<file path="src/hdl/rtmp_pkg.sv">
// ----------------------------------------------------------------------------
// rtmp_pkg
// types, widths and constant tables for the recurrence term matrix power block
// ----------------------------------------------------------------------------
`default_nettype none

package rtmp_pkg;

    localparam int TERM_INDEX_W = 31;
    localparam int TERM_VALUE_W = 11;
    localparam int S_TDATA_W    = 32;
    localparam int M_TDATA_W    = 16;
    localparam int ADDR_W       = 6;   // slot(2) row(2) col(2)
    localparam int SEED_LAST    = 4;   // highest index answered from the seed table

    // controller to datapath commands
    typedef struct packed {
        logic              init_we;
        logic [4:0]        init_idx;
        logic              issue;
        logic [ADDR_W-1:0] addr_a;
        logic [ADDR_W-1:0] addr_b;
        logic              use_seed;
        logic [1:0]        seed_k;
        logic              first;
        logic              last;
        logic              to_out;
        logic [ADDR_W-1:0] dest;
        logic              small_ld;
        logic [2:0]        small_idx;
        logic              out_ld;
    } rtmp_cmd_t;

    // datapath to controller status
    typedef struct packed {
        logic busy;
    } rtmp_sts_t;

    // seed terms f(0..4)
    function automatic logic [3:0] seed_term(input logic [2:0] idx);
        logic [3:0] v;
        case (idx)
            3'd0:    v = 4'd0;
            3'd1:    v = 4'd2;
            3'd2:    v = 4'd4;
            3'd3:    v = 4'd6;
            3'd4:    v = 4'd9;
            default: v = 4'd0;
        endcase
        return v;
    endfunction

    // seeds f(1..4) used in the final dot product
    function automatic logic [3:0] dot_seed(input logic [1:0] k);
        logic [3:0] v;
        case (k)
            2'd0:    v = 4'd2;
            2'd1:    v = 4'd4;
            2'd2:    v = 4'd6;
            2'd3:    v = 4'd9;
            default: v = 4'd0;
        endcase
        return v;
    endfunction

    // start matrices: idx[4]=0 identity, idx[4]=1 companion; idx[3:2] row, idx[1:0] col
    function automatic logic init_bit(input logic [4:0] idx);
        logic [1:0] r;
        logic [1:0] c;
        logic       v;
        r = idx[3:2];
        c = idx[1:0];
        if (!idx[4])
        begin
            v = (r == c);
        end
        else if (r == 2'd3)
        begin
            v = (c == 2'd0) || (c == 2'd1) || (c == 2'd3);
        end
        else
        begin
            v = (c == r + 2'd1);
        end
        return v;
    endfunction

endpackage

`default_nettype wire

</file>
<file path="src/hdl/recurrence_term_matrix_power_mod.sv">
// ----------------------------------------------------------------------------
// recurrence_term_matrix_power_mod
// term n of f(n)=f(n-1)+f(n-3)+f(n-4) mod MODULUS by 4x4 matrix power
// ----------------------------------------------------------------------------
//  channel  | dir | signals                  | word
//  ---------+-----+--------------------------+-------------------------------
//  s_       | in  | s_tvalid/s_tready/s_tdata | term_index [30:0], zero pad
//  m_       | out | m_tvalid/m_tready/m_tdata | term_value [10:0], zero pad
//
//  one word at a time; index up to 4: seed to the result register on accept,
//    then to the output register once free; otherwise: load the start matrices,
//    then per matrix product a pick step, 64 multiply-accumulates on the one
//    shared unit and a drain until the pipeline is empty, one product per set
//    bit of n-4 and one squaring per bit above the lowest, then the final dot
//    product and output load; worst case at 31 index bits is 60 products
//  a finished word waits in the output register while the next word is taken;
//    the next result is held back until that word is taken
//  reset is asynchronous and active low; it clears control state only
// ----------------------------------------------------------------------------
`default_nettype none

module recurrence_term_matrix_power_mod #(
    parameter int MODULUS    = 2005,
    parameter int INDEX_BITS = 31
) (
    input  wire logic                             clk,
    input  wire logic                             rst_n,
    input  wire logic                             s_tvalid,
    output logic                                  s_tready,
    input  wire logic [rtmp_pkg::S_TDATA_W-1:0]   s_tdata,   // [30:0] term_index
    output logic                                  m_tvalid,
    input  wire logic                             m_tready,
    output logic [rtmp_pkg::M_TDATA_W-1:0]        m_tdata    // [10:0] term_value
);

    rtmp_pkg::rtmp_cmd_t cmd;
    rtmp_pkg::rtmp_sts_t sts;
    logic [rtmp_pkg::TERM_VALUE_W-1:0] term_value;

    // sequencer: start load, square-and-multiply steps, final row dot seeds
    rtmp_ctrl #(
        .INDEX_BITS (INDEX_BITS)
    ) u_ctrl (
        .clk        (clk),
        .rst_n      (rst_n),
        .s_tvalid   (s_tvalid),
        .s_tready   (s_tready),
        .term_index (s_tdata[rtmp_pkg::TERM_INDEX_W-1:0]),
        .m_tvalid   (m_tvalid),
        .m_tready   (m_tready),
        .cmd        (cmd),
        .sts        (sts)
    );

    // matrix store and modular multiply-accumulate pipeline
    rtmp_dpath #(
        .MODULUS (MODULUS)
    ) u_dpath (
        .clk        (clk),
        .rst_n      (rst_n),
        .cmd        (cmd),
        .sts        (sts),
        .term_value (term_value)
    );

    // pad the result word to whole bytes
    assign m_tdata = rtmp_pkg::M_TDATA_W'(term_value);

endmodule

`default_nettype wire

</file>
<file path="src/hdl/rtmp_dpath.sv">
// ----------------------------------------------------------------------------
// rtmp_dpath
// matrix store and pipelined modular multiply-accumulate unit
// ----------------------------------------------------------------------------
`default_nettype none

module rtmp_dpath #(
    parameter int MODULUS = 2005
) (
    input  wire logic                              clk,
    input  wire logic                              rst_n,
    input  wire rtmp_pkg::rtmp_cmd_t               cmd,
    output rtmp_pkg::rtmp_sts_t                    sts,
    output logic [rtmp_pkg::TERM_VALUE_W-1:0]      term_value
);

    localparam int MW    = $clog2(MODULUS);
    localparam int PW    = 2 * MW;
    localparam int TW    = 3 * MW + 1;
    localparam int DEPTH = 1 << rtmp_pkg::ADDR_W;
    localparam logic [MW:0] MOD_W = (MW+1)'(MODULUS);
    // floor(2^(2*MW) / MODULUS) for the reciprocal estimate of the quotient
    localparam logic [MW:0] RECIP = (MW+1)'((64'd1 << (2 * MW)) / MODULUS);

    typedef struct packed {
        logic                        valid;
        logic                        first;
        logic                        last;
        logic                        to_out;
        logic [rtmp_pkg::ADDR_W-1:0] dest;
    } tag_t;

    logic [MW-1:0] mem [0:DEPTH-1];

    logic [MW-1:0] rd_a_reg;
    logic [MW-1:0] rd_b_reg;
    logic          use_seed_reg;
    logic [1:0]    seed_k_reg;
    tag_t          tag1_reg, tag2_reg, tag3_reg, tag4_reg, tag5_reg;

    logic [PW-1:0] p2_reg, p3_reg, p4_reg;
    logic [TW-1:0] t3_reg;
    logic [PW-1:0] qm4_reg;
    logic [MW-1:0] r5_reg;
    logic [MW-1:0] acc_reg;
    logic [MW-1:0] res_reg;

    logic [MW-1:0]               opb;
    logic [MW-1:0]               q;
    logic [PW-1:0]               diff;
    logic [MW:0]                 rem;
    logic [MW:0]                 sum;
    logic [MW-1:0]               acc_next;
    logic                        we;
    logic [rtmp_pkg::ADDR_W-1:0] wa;
    logic [MW-1:0]               wd;

    tag_t tag0;

    always_comb
    begin
        tag0.valid  = cmd.issue;
        tag0.first  = cmd.first;
        tag0.last   = cmd.last;
        tag0.to_out = cmd.to_out;
        tag0.dest   = cmd.dest;
    end

    assign opb  = use_seed_reg ? MW'(rtmp_pkg::dot_seed(seed_k_reg)) : rd_b_reg;
    assign q    = t3_reg[PW +: MW];
    assign diff = p4_reg - qm4_reg;
    assign rem  = diff[MW:0];
    assign sum  = (tag5_reg.first ? (MW+1)'(0) : {1'b0, acc_reg}) + {1'b0, r5_reg};
    assign acc_next = (sum >= MOD_W) ? MW'(sum - MOD_W) : MW'(sum);

    assign we = cmd.init_we || (tag5_reg.valid && tag5_reg.last && !tag5_reg.to_out);
    assign wa = cmd.init_we ? {1'b0, cmd.init_idx} : tag5_reg.dest;
    assign wd = cmd.init_we ? MW'(rtmp_pkg::init_bit(cmd.init_idx)) : acc_next;

    // matrix store: two read ports, one write port
    always_ff @(posedge clk)
    begin
        rd_a_reg <= mem[cmd.addr_a];
        rd_b_reg <= mem[cmd.addr_b];
        if (we)
        begin
            mem[wa] <= wd;
        end
    end

    // tags
    always_ff @(posedge clk or negedge rst_n)
    begin
        if (!rst_n)
        begin
            tag1_reg <= '0;
            tag2_reg <= '0;
            tag3_reg <= '0;
            tag4_reg <= '0;
            tag5_reg <= '0;
        end
        else
        begin
            tag1_reg <= tag0;
            tag2_reg <= tag1_reg;
            tag3_reg <= tag2_reg;
            tag4_reg <= tag3_reg;
            tag5_reg <= tag4_reg;
        end
    end

    // multiply, quotient estimate, remainder, accumulate
    always_ff @(posedge clk)
    begin
        use_seed_reg <= cmd.use_seed;
        seed_k_reg   <= cmd.seed_k;
        p2_reg       <= PW'(rd_a_reg) * PW'(opb);
        t3_reg       <= TW'(p2_reg) * TW'(RECIP);
        p3_reg       <= p2_reg;
        qm4_reg      <= PW'(q) * PW'(MOD_W);
        p4_reg       <= p3_reg;
        r5_reg       <= (rem >= MOD_W) ? MW'(rem - MOD_W) : MW'(rem);
        if (tag5_reg.valid)
        begin
            acc_reg <= acc_next;
        end
        if (cmd.small_ld)
        begin
            res_reg <= MW'(rtmp_pkg::seed_term(cmd.small_idx));
        end
        else if (tag5_reg.valid && tag5_reg.last && tag5_reg.to_out)
        begin
            res_reg <= acc_next;
        end
        if (cmd.out_ld)
        begin
            term_value <= rtmp_pkg::TERM_VALUE_W'(res_reg);
        end
    end

    assign sts.busy = tag1_reg.valid || tag2_reg.valid || tag3_reg.valid
                   || tag4_reg.valid || tag5_reg.valid;

endmodule

`default_nettype wire

</file>
<file path="src/hdl/rtmp_ctrl.sv">
// ----------------------------------------------------------------------------
// rtmp_ctrl
// sequencer for square-and-multiply over the matrix store
// ----------------------------------------------------------------------------
`default_nettype none

module rtmp_ctrl #(
    parameter int INDEX_BITS = 31
) (
    input  wire logic                                clk,
    input  wire logic                                rst_n,
    input  wire logic                                s_tvalid,
    output logic                                     s_tready,
    input  wire logic [rtmp_pkg::TERM_INDEX_W-1:0]   term_index,
    output logic                                     m_tvalid,
    input  wire logic                                m_tready,
    output rtmp_pkg::rtmp_cmd_t                      cmd,
    input  wire rtmp_pkg::rtmp_sts_t                 sts
);

    localparam int EW = INDEX_BITS;
    localparam logic [1:0] SLOT_ID   = 2'd0;  // identity at start
    localparam logic [1:0] SLOT_COMP = 2'd1;  // companion at start
    localparam logic [1:0] SLOT_FREE = 2'd2;

    typedef enum logic [2:0] {
        ST_IDLE, ST_INIT, ST_PICK, ST_PROD, ST_DRAIN, ST_FINAL, ST_FDRAIN, ST_OUT
    } state_t;

    state_t        state_reg;
    logic [5:0]    cnt_reg;
    logic [EW-1:0] ex_reg;
    logic          sq_reg;
    logic [1:0]    acc_slot_reg;
    logic [1:0]    base_slot_reg;
    logic [1:0]    free_slot_reg;
    logic          m_tvalid_reg;

    logic [EW-1:0] n_val;
    logic          n_small;
    logic          out_free;
    logic [1:0]    ci, cj, ck;

    assign n_val    = EW'(term_index);
    assign n_small  = (n_val <= EW'(rtmp_pkg::SEED_LAST));
    assign out_free = !m_tvalid_reg || m_tready;
    assign s_tready = (state_reg == ST_IDLE);
    assign m_tvalid = m_tvalid_reg;
    assign ci = cnt_reg[5:4];
    assign cj = cnt_reg[3:2];
    assign ck = cnt_reg[1:0];

    always_comb
    begin
        cmd = '0;
        case (state_reg)
            ST_IDLE:
            begin
                cmd.small_ld  = s_tvalid && n_small;
                cmd.small_idx = n_val[2:0];
            end
            ST_INIT:
            begin
                cmd.init_we  = 1'b1;
                cmd.init_idx = cnt_reg[4:0];
            end
            ST_PROD:
            begin
                cmd.issue  = 1'b1;
                cmd.addr_a = {(sq_reg ? base_slot_reg : acc_slot_reg), ci, ck};
                cmd.addr_b = {base_slot_reg, ck, cj};
                cmd.dest   = {free_slot_reg, ci, cj};
                cmd.first  = (ck == 2'd0);
                cmd.last   = (ck == 2'd3);
            end
            ST_FINAL:
            begin
                cmd.issue    = 1'b1;
                cmd.addr_a   = {acc_slot_reg, 2'd3, ck};
                cmd.use_seed = 1'b1;
                cmd.seed_k   = ck;
                cmd.to_out   = 1'b1;
                cmd.first    = (ck == 2'd0);
                cmd.last     = (ck == 2'd3);
            end
            ST_OUT:
            begin
                cmd.out_ld = out_free;
            end
            default:
            begin
            end
        endcase
    end

    always_ff @(posedge clk or negedge rst_n)
    begin
        if (!rst_n)
        begin
            state_reg     <= ST_IDLE;
            cnt_reg       <= '0;
            ex_reg        <= '0;
            sq_reg        <= 1'b0;
            acc_slot_reg  <= SLOT_ID;
            base_slot_reg <= SLOT_COMP;
            free_slot_reg <= SLOT_FREE;
            m_tvalid_reg  <= 1'b0;
        end
        else
        begin
            if (state_reg == ST_OUT && out_free)
            begin
                m_tvalid_reg <= 1'b1;
            end
            else if (m_tready)
            begin
                m_tvalid_reg <= 1'b0;
            end
            case (state_reg)
                ST_IDLE:
                begin
                    cnt_reg <= '0;
                    if (s_tvalid)
                    begin
                        if (n_small)
                        begin
                            state_reg <= ST_OUT;
                        end
                        else
                        begin
                            ex_reg    <= n_val - EW'(rtmp_pkg::SEED_LAST);
                            state_reg <= ST_INIT;
                        end
                    end
                end
                ST_INIT:
                begin
                    cnt_reg <= cnt_reg + 6'd1;
                    if (cnt_reg[4:0] == 5'd31)
                    begin
                        acc_slot_reg  <= SLOT_ID;
                        base_slot_reg <= SLOT_COMP;
                        free_slot_reg <= SLOT_FREE;
                        state_reg     <= ST_PICK;
                    end
                end
                ST_PICK:
                begin
                    cnt_reg <= '0;
                    if (ex_reg == '0)
                    begin
                        state_reg <= ST_FINAL;
                    end
                    else
                    begin
                        sq_reg    <= !ex_reg[0];
                        state_reg <= ST_PROD;
                    end
                end
                ST_PROD:
                begin
                    cnt_reg <= cnt_reg + 6'd1;
                    if (cnt_reg == 6'd63)
                    begin
                        state_reg <= ST_DRAIN;
                    end
                end
                ST_DRAIN:
                begin
                    if (!sts.busy)
                    begin
                        if (sq_reg)
                        begin
                            base_slot_reg <= free_slot_reg;
                            free_slot_reg <= base_slot_reg;
                            ex_reg        <= ex_reg >> 1;
                        end
                        else
                        begin
                            acc_slot_reg  <= free_slot_reg;
                            free_slot_reg <= acc_slot_reg;
                            ex_reg[0]     <= 1'b0;
                        end
                        state_reg <= ST_PICK;
                    end
                end
                ST_FINAL:
                begin
                    cnt_reg <= cnt_reg + 6'd1;
                    if (ck == 2'd3)
                    begin
                        state_reg <= ST_FDRAIN;
                    end
                end
                ST_FDRAIN:
                begin
                    if (!sts.busy)
                    begin
                        state_reg <= ST_OUT;
                    end
                end
                ST_OUT:
                begin
                    if (out_free)
                    begin
                        state_reg <= ST_IDLE;
                    end
                end
                default:
                begin
                    state_reg <= ST_IDLE;
                end
            endcase
        end
    end

endmodule

`default_nettype wire

</file>
<file path="config.mk">
export PLATFORM = sky130hd
export DESIGN_NAME = recurrence_term_matrix_power_mod
export DESIGN_NICKNAME = d
export VERILOG_FILES = /design/src/hdl/rtmp_pkg.sv /design/src/hdl/recurrence_term_matrix_power_mod.sv /design/src/hdl/rtmp_dpath.sv /design/src/hdl/rtmp_ctrl.sv
export SDC_FILE = /design/constraint.sdc
export NUM_CORES = 2
export LEC_CHECK = 0
export BUFFER_PORTS_ARGS = -buffer_cell sky130_fd_sc_hd__buf_2
export CORE_MARGIN = 2
export CORE_UTILIZATION = 40
export CTS_CLUSTER_DIAMETER = 120
export CTS_CLUSTER_SIZE = 30
export DETAILED_ROUTE_END_ITERATION = 7
export MAX_ROUTING_LAYER = met4
export SYNTH_ARGS = -nofsm -noshare
export SYNTH_HDL_FRONTEND = slang
export SYNTH_SLANG_ARGS = --single-unit
</file>
<file path="constraint.sdc">
create_clock -name clk -period 13.7 [get_ports clk]
set_input_delay 2.055 -clock clk [delete_from_list [all_inputs] [get_ports clk]]
set_output_delay 2.055 -clock clk [all_outputs]
set_load 0.005 [all_outputs]
</file>
# After elaboration in Yosys (flattened, before gate mapping)
# Memories as Yosys holds them, arrays and structs flattened. A register that Yosys moved wholly into a read port is not among the register bits.
# Cells that the tools add are included.
[op_classes]
mux = 54
n_reduce_logical = 36
order_cmp = 3
mul = 3
n_addsub = 7
eq_ne = 32
bitwise = 1
[op_table]
columns = ["op", "n"]
rows = [
  ["2-to-1 mux 31 bit", 3],
  ["one-hot mux 31 bit (2 select lines)", 1],
  ["2-to-1 mux 11 bit", 5],
  ["multiplier 22 x 12 -> 33 bit, second input constant", 1],
  ["one-hot mux 4 bit (4 select lines)", 2],
  ["<= comparator 31 x 3 -> 1 bit, second input constant", 1],
  ["logical NOT 31 bit", 1],
  ["subtractor 31 x 3 -> 31 bit, second input constant", 1],
  ["2-to-1 mux 3 bit", 10],
  ["2-to-1 mux 30 bit", 1],
  ["greater-or-equal comparator 12 x 11 -> 1 bit, second input constant", 2],
  ["2-to-1 mux 6 bit", 4],
  ["one-hot mux 3 bit (8 select lines)", 1],
  ["multiplier 11 x 11 -> 22 bit", 1],
  ["subtractor 11 bit, second input constant", 2],
  ["2-to-1 mux 2 bit", 10],
  ["equality test 3 bit, second input constant", 5],
  ["one-hot mux 7 bit (2 select lines)", 1],
  ["adder 11 x 11 -> 12 bit", 1],
  ["equality test 3 x 2 -> 1 bit, second input constant", 4],
  ["multiplier 11 x 11 -> 12 bit, second input constant", 1],
  ["2-to-1 mux 4 bit", 3],
  ["one-hot mux 2 bit (2 select lines)", 3],
  ["one-hot mux 6 bit (2 select lines)", 1],
  ["26 further kinds", 71],
]
[word_totals]
regBits = 236
word_cells = 183
ram_bits = 704
in_bits = 36
memories = 1
output_inout_bits = 18
[mem_list]
columns = ["name", "depth", "width", "rd", "rd_ports_with_merged_regs", "write_ports", "line", "text"]
rows = [
  ["u_dpath.mem", 64, 11, 2, 2, 1, "rtmp_dpath.sv:33", "logic [MW-1:0] mem [0:DEPTH-1];"],
]

# Depth between registers and ports, before layout
[logic_depth]
depth_word = 8
depth_mapped = 24
ltp_nobuf = 22

# Hierarchy
# From an unflattened synthesis, not the netlist that was laid out.
[hier_totals]
hier_cells = 3277
hier_area_um2 = 51285.4
[modules_own_cells]
columns = ["module", "instances", "area_each_um2", "seq_area_each_um2", "cells_per_inst"]
rows = [
  ["rtmp_dpath", 1, 47589.4, 25414.4, 2876],
  ["rtmp_ctrl", 1, 3654.8, 1203.7, 395],
  ["recurrence_term_matrix_power_mod", 1, 41.3, 0.0, 6],
]

# Least setup slack after synthesis
# OpenSTA, ideal clock, no wires.
[synth_timing]
kind = "register to register"
from = "reg u_dpath.use_seed_reg"
to = "reg u_dpath.p2_reg[20]"
t_required_ns = 13.628
path_stages_with_launch = 23
period_less_slack_ns = 5.848
arrival_time_ns = 5.775
setup_ns = 0.072
setup_slack_ns = 7.852
path_buffers = 2
cell_sequence = "dfxtp_1 -> clkbuf_1 -> mux2_2 -> clkbuf_1 -> nand2_1 -> fa_1 -> fa_1 -> fa_1 -> inv_1 -> fa_1 -> inv_1 -> fa_1 -> inv_1 -> ha_1 -> a21o_1 -> or3_1 -> o211a_1 -> o41a_1 -> nand2_1 -> a31oi_1 -> a21o_1 -> a21oi_1 -> xnor2_1"
[synth_via]
elab_chain_cells = 2
[synth_lines]
columns = ["element", "line", "text"]
rows = [
  ["start: declaration", "rtmp_dpath.sv:37", "logic use_seed_reg;"],
  ["start signal: assignment", "rtmp_dpath.sv:115", "use_seed_reg <= cmd.use_seed;"],
  ["2-to-1 mux 11 bit", "rtmp_dpath.sv:69", "assign opb = use_seed_reg ? MW'(rtmp_pkg::dot_seed(seed_k_reg)) : rd_b_reg;"],
  ["multiplier 11 x 11 -> 22 bit", "rtmp_dpath.sv:117", "p2_reg <= PW'(rd_a_reg) * PW'(opb);"],
  ["end signal: assignment", "rtmp_dpath.sv:117", ""],
  ["end: declaration", "rtmp_dpath.sv:41", "logic [PW-1:0] p2_reg, p3_reg, p4_reg;"],
]
# Every way passes these cells.
# A chain may end at the register's enable or synchronous reset.

# Worst setup path after layout
# Same ends and word-level chain as after synthesis.

==> results.sh <==
export IMPL_totalWireLength_um=140000
export IMPL_ctsHoldBuffers=0
export IMPL_via_per_inst=5.89
export IMPL_synthMuxAreaShare_pct=9.57
export IMPL_clock_root_buffer="clkbuf_16"
export IMPL_avgSynthCellArea_sq_um=12.3
export IMPL_die_x_um=363
export IMPL_max_stage_delay_ns=0.66
export IMPL_worstSetupEndpointType="flip-flop"
export IMPL_post_cts_buffers=0
export IMPL_grt_pass1_vias=33544
export IMPL_drtAntennaViolNets=0
export IMPL_synth_area_top_cells="edfxtp_1, mux4_2, ha_1"
export IMPL_synth_compound_area_share_pct=10.4
export IMPL_drt_initial_drc_count=3517
export IMPL_netlist_instances=4194
export IMPL_min_period_over_period_pct=44.8
export IMPL_worst_setup_path_start_kind="flip-flop"
export IMPL_ios=54
export IMPL_synth_area_leader_cell="edfxtp_1"
export IMPL_synth_xor_area_share_pct=1.80
export IMPL_crit_arrival_ns=6.71
export IMPL_area_growth_pct=6.53
export IMPL_coreArea_sq_mm=0.128
export IMPL_yosysWarningCount=0
export IMPL_routedWlPerCell_um=24.2
export IMPL_worstMarginPinSlew_ns=1.13
export IMPL_grtUsageMet2_pct=34.4
export IMPL_fmax_mhz=163
export IMPL_clk_pin_slew_ns=0.11
export IMPL_setup_viol=0
export IMPL_synth_common_cells="edfxtp_1, nand2_1, inv_1"
export IMPL_yosysMostFrequentCell="edfxtp_1"
export IMPL_skew_ns=0.0775
export IMPL_place_gp_congestion=0.846
export IMPL_dr_pass1_iters=8
export IMPL_cp_max_fo=12
export IMPL_syn_area_sq_mm=0.0515
export IMPL_synth_simple_area_share_pct=9.76
export IMPL_hold_viol_final=0
export IMPL_synth_seq_cells=940
export IMPL_route_detailed_drc=0
export IMPL_grt_start_max_net_pins=137
export IMPL_relSlewSlack_pct=24.3
export IMPL_grt_busiest_layer="met2"
export IMPL_synth_ff_type="edfxtp_1"
export IMPL_die_y_um=363
export IMPL_rsz0062_at_grt="no"
export IMPL_grt_met3_usage_pct=3.19
export IMPL_status="complete, no violations"
export IMPL_cts_path_max_buffers=3
export IMPL_maxCapViolations=0
export IMPL_start_util_pct=40.3
export IMPL_critPathKind="flip-flop to flip-flop"
export IMPL_fin_nets=4547
export IMPL_cts_tree="yes"
export IMPL_dp_final_hpwl_um=88400
export IMPL_overflow=0
export IMPL_finalSetupTns_ns=0
export IMPL_antenna_found_initial=5
export IMPL_largest_register_ffs=704
export IMPL_row_count=131
export IMPL_async_flop_share_pct=10.4
export IMPL_htree_levels=2
export IMPL_hold_class="flip-flop to flip-flop"
export IMPL_design_area_sq_mm=0.0548
export IMPL_final_max_slew_viol_count=0
export IMPL_synth_top_cell_area_share_pct=42.6
export IMPL_critical_path_buf_inv_count=3
export IMPL_grtUsageTotal_pct=21.8
export IMPL_vias=34133
export IMPL_synth_edff_count=730
export IMPL_numPortBuffers=47
export IMPL_cts_resized=0
export IMPL_ys_seq_area_share_pct=51.7
export IMPL_cts_buffers=39
export IMPL_cts_sink_count=940
export IMPL_die_area_sq_mm=0.132
export IMPL_gr_usage_met1_pct=28.2
export IMPL_cp_top_family="adder cells"
export IMPL_final_core_util_pct=42.9
export IMPL_timing_final_crit_period_ns=6.13
export IMPL_clkLatencyLatePin_ns=0.69
export IMPL_placed_cell_area_sq_mm=0.0537
export IMPL_synth_top_family_by_area="adder cells"
export IMPL_drive_above_1_share_pct=11.6
export IMPL_yosys_area_share_adder_pct=11.9
export IMPL_cp_slowest_cell="nor2b_1"
export IMPL_cp_common_cell="fa_1"
export IMPL_synth_distinct_cells=85
export IMPL_grt_pass1_wl_um=210000
export IMPL_path_cells="nor2b_1 > nand2_1 > fa_1 > fa_1 > fa_1 > inv_1 > fa_1 > inv_1 > fa_1 > inv_1 > ha_1 > a21o_1 > or3_1 > o211a_1 > o41a_1 > nand2_1 > a31oi_1 > a21o_1 > a21oi_1 > xnor2_1"
export IMPL_required_ns=14.27
## worst paths after layout
check	start	endpoint	slack, ns	cells past startpoint
max	u_dpath.use_seed_reg	u_dpath.p2_reg[20]	7.57	20
min	u_dpath.p3_reg[11]	u_dpath.p4_reg[11]	0.33	0
max reg2reg	u_dpath.use_seed_reg	u_dpath.p2_reg[20]	7.57	20
min reg2reg	u_dpath.p3_reg[11]	u_dpath.p4_reg[11]	0.33	0
max in group asynchronous	rst_n	u_dpath.tag4_reg[6]	11.23	2
min in group asynchronous	rst_n	u_ctrl.ex_reg[25]	1.36	1
## cell families (layout without fill, tap and decap cells)
kind of cell	after synthesis	after routing
other	1	6
AO/OA/AOI/OAI	792	792
multiplexers	229	229
AND/OR/NAND/NOR	1101	1101
adder cells (fa/ha/maj)	399	399
XOR/XNOR	106	106
buffers and inverters	626	561
flip-flops	940	940
## layout by cell type (no fill, tap or decap), types with 113 or more instances in the layout
cell type,instances
ha_1,250
inv_1,348
a21oi_1,113
nand3_1,119
nor2_1,154
o21ai_0,141
edfxtp_1,730
mux4_2,210
fa_1,149
nand2_1,515
## area by class of cell
class / instances / area [sq um]
diodes: 1 / 2.50
clock buffers: 54 / 1030
clock inverters: 8 / 143
fillers: 11704 / 72800
inverters: 352 / 1330
multi-input cells: 2632 / 22600
flip-flops and latches: 940 / 26600
well taps: 1662 / 2080
repair buffers: 147 / 1030
## stage by stage
stage                     cells  setup slack [ns]  hold WS (ns)
after detailed placement   5733              7.55         0.312
after floorplan            4198              7.85         0.310
after CTS                  5795              7.47         0.338
final                      5796              7.57         0.334
after global placement     5733              7.57         0.310
after global routing       5796              7.11         0.342
## layer usage
metal,routed length (um),vias to the layer above
met2,65800,1405
met5,0,-
met4,6300,0
met3,11200,279
met1,57200,17147
li1,-,15302
Power is not shown: default switching activity piles up to over one toggle a cycle in this logic, so the estimate is an artifact.
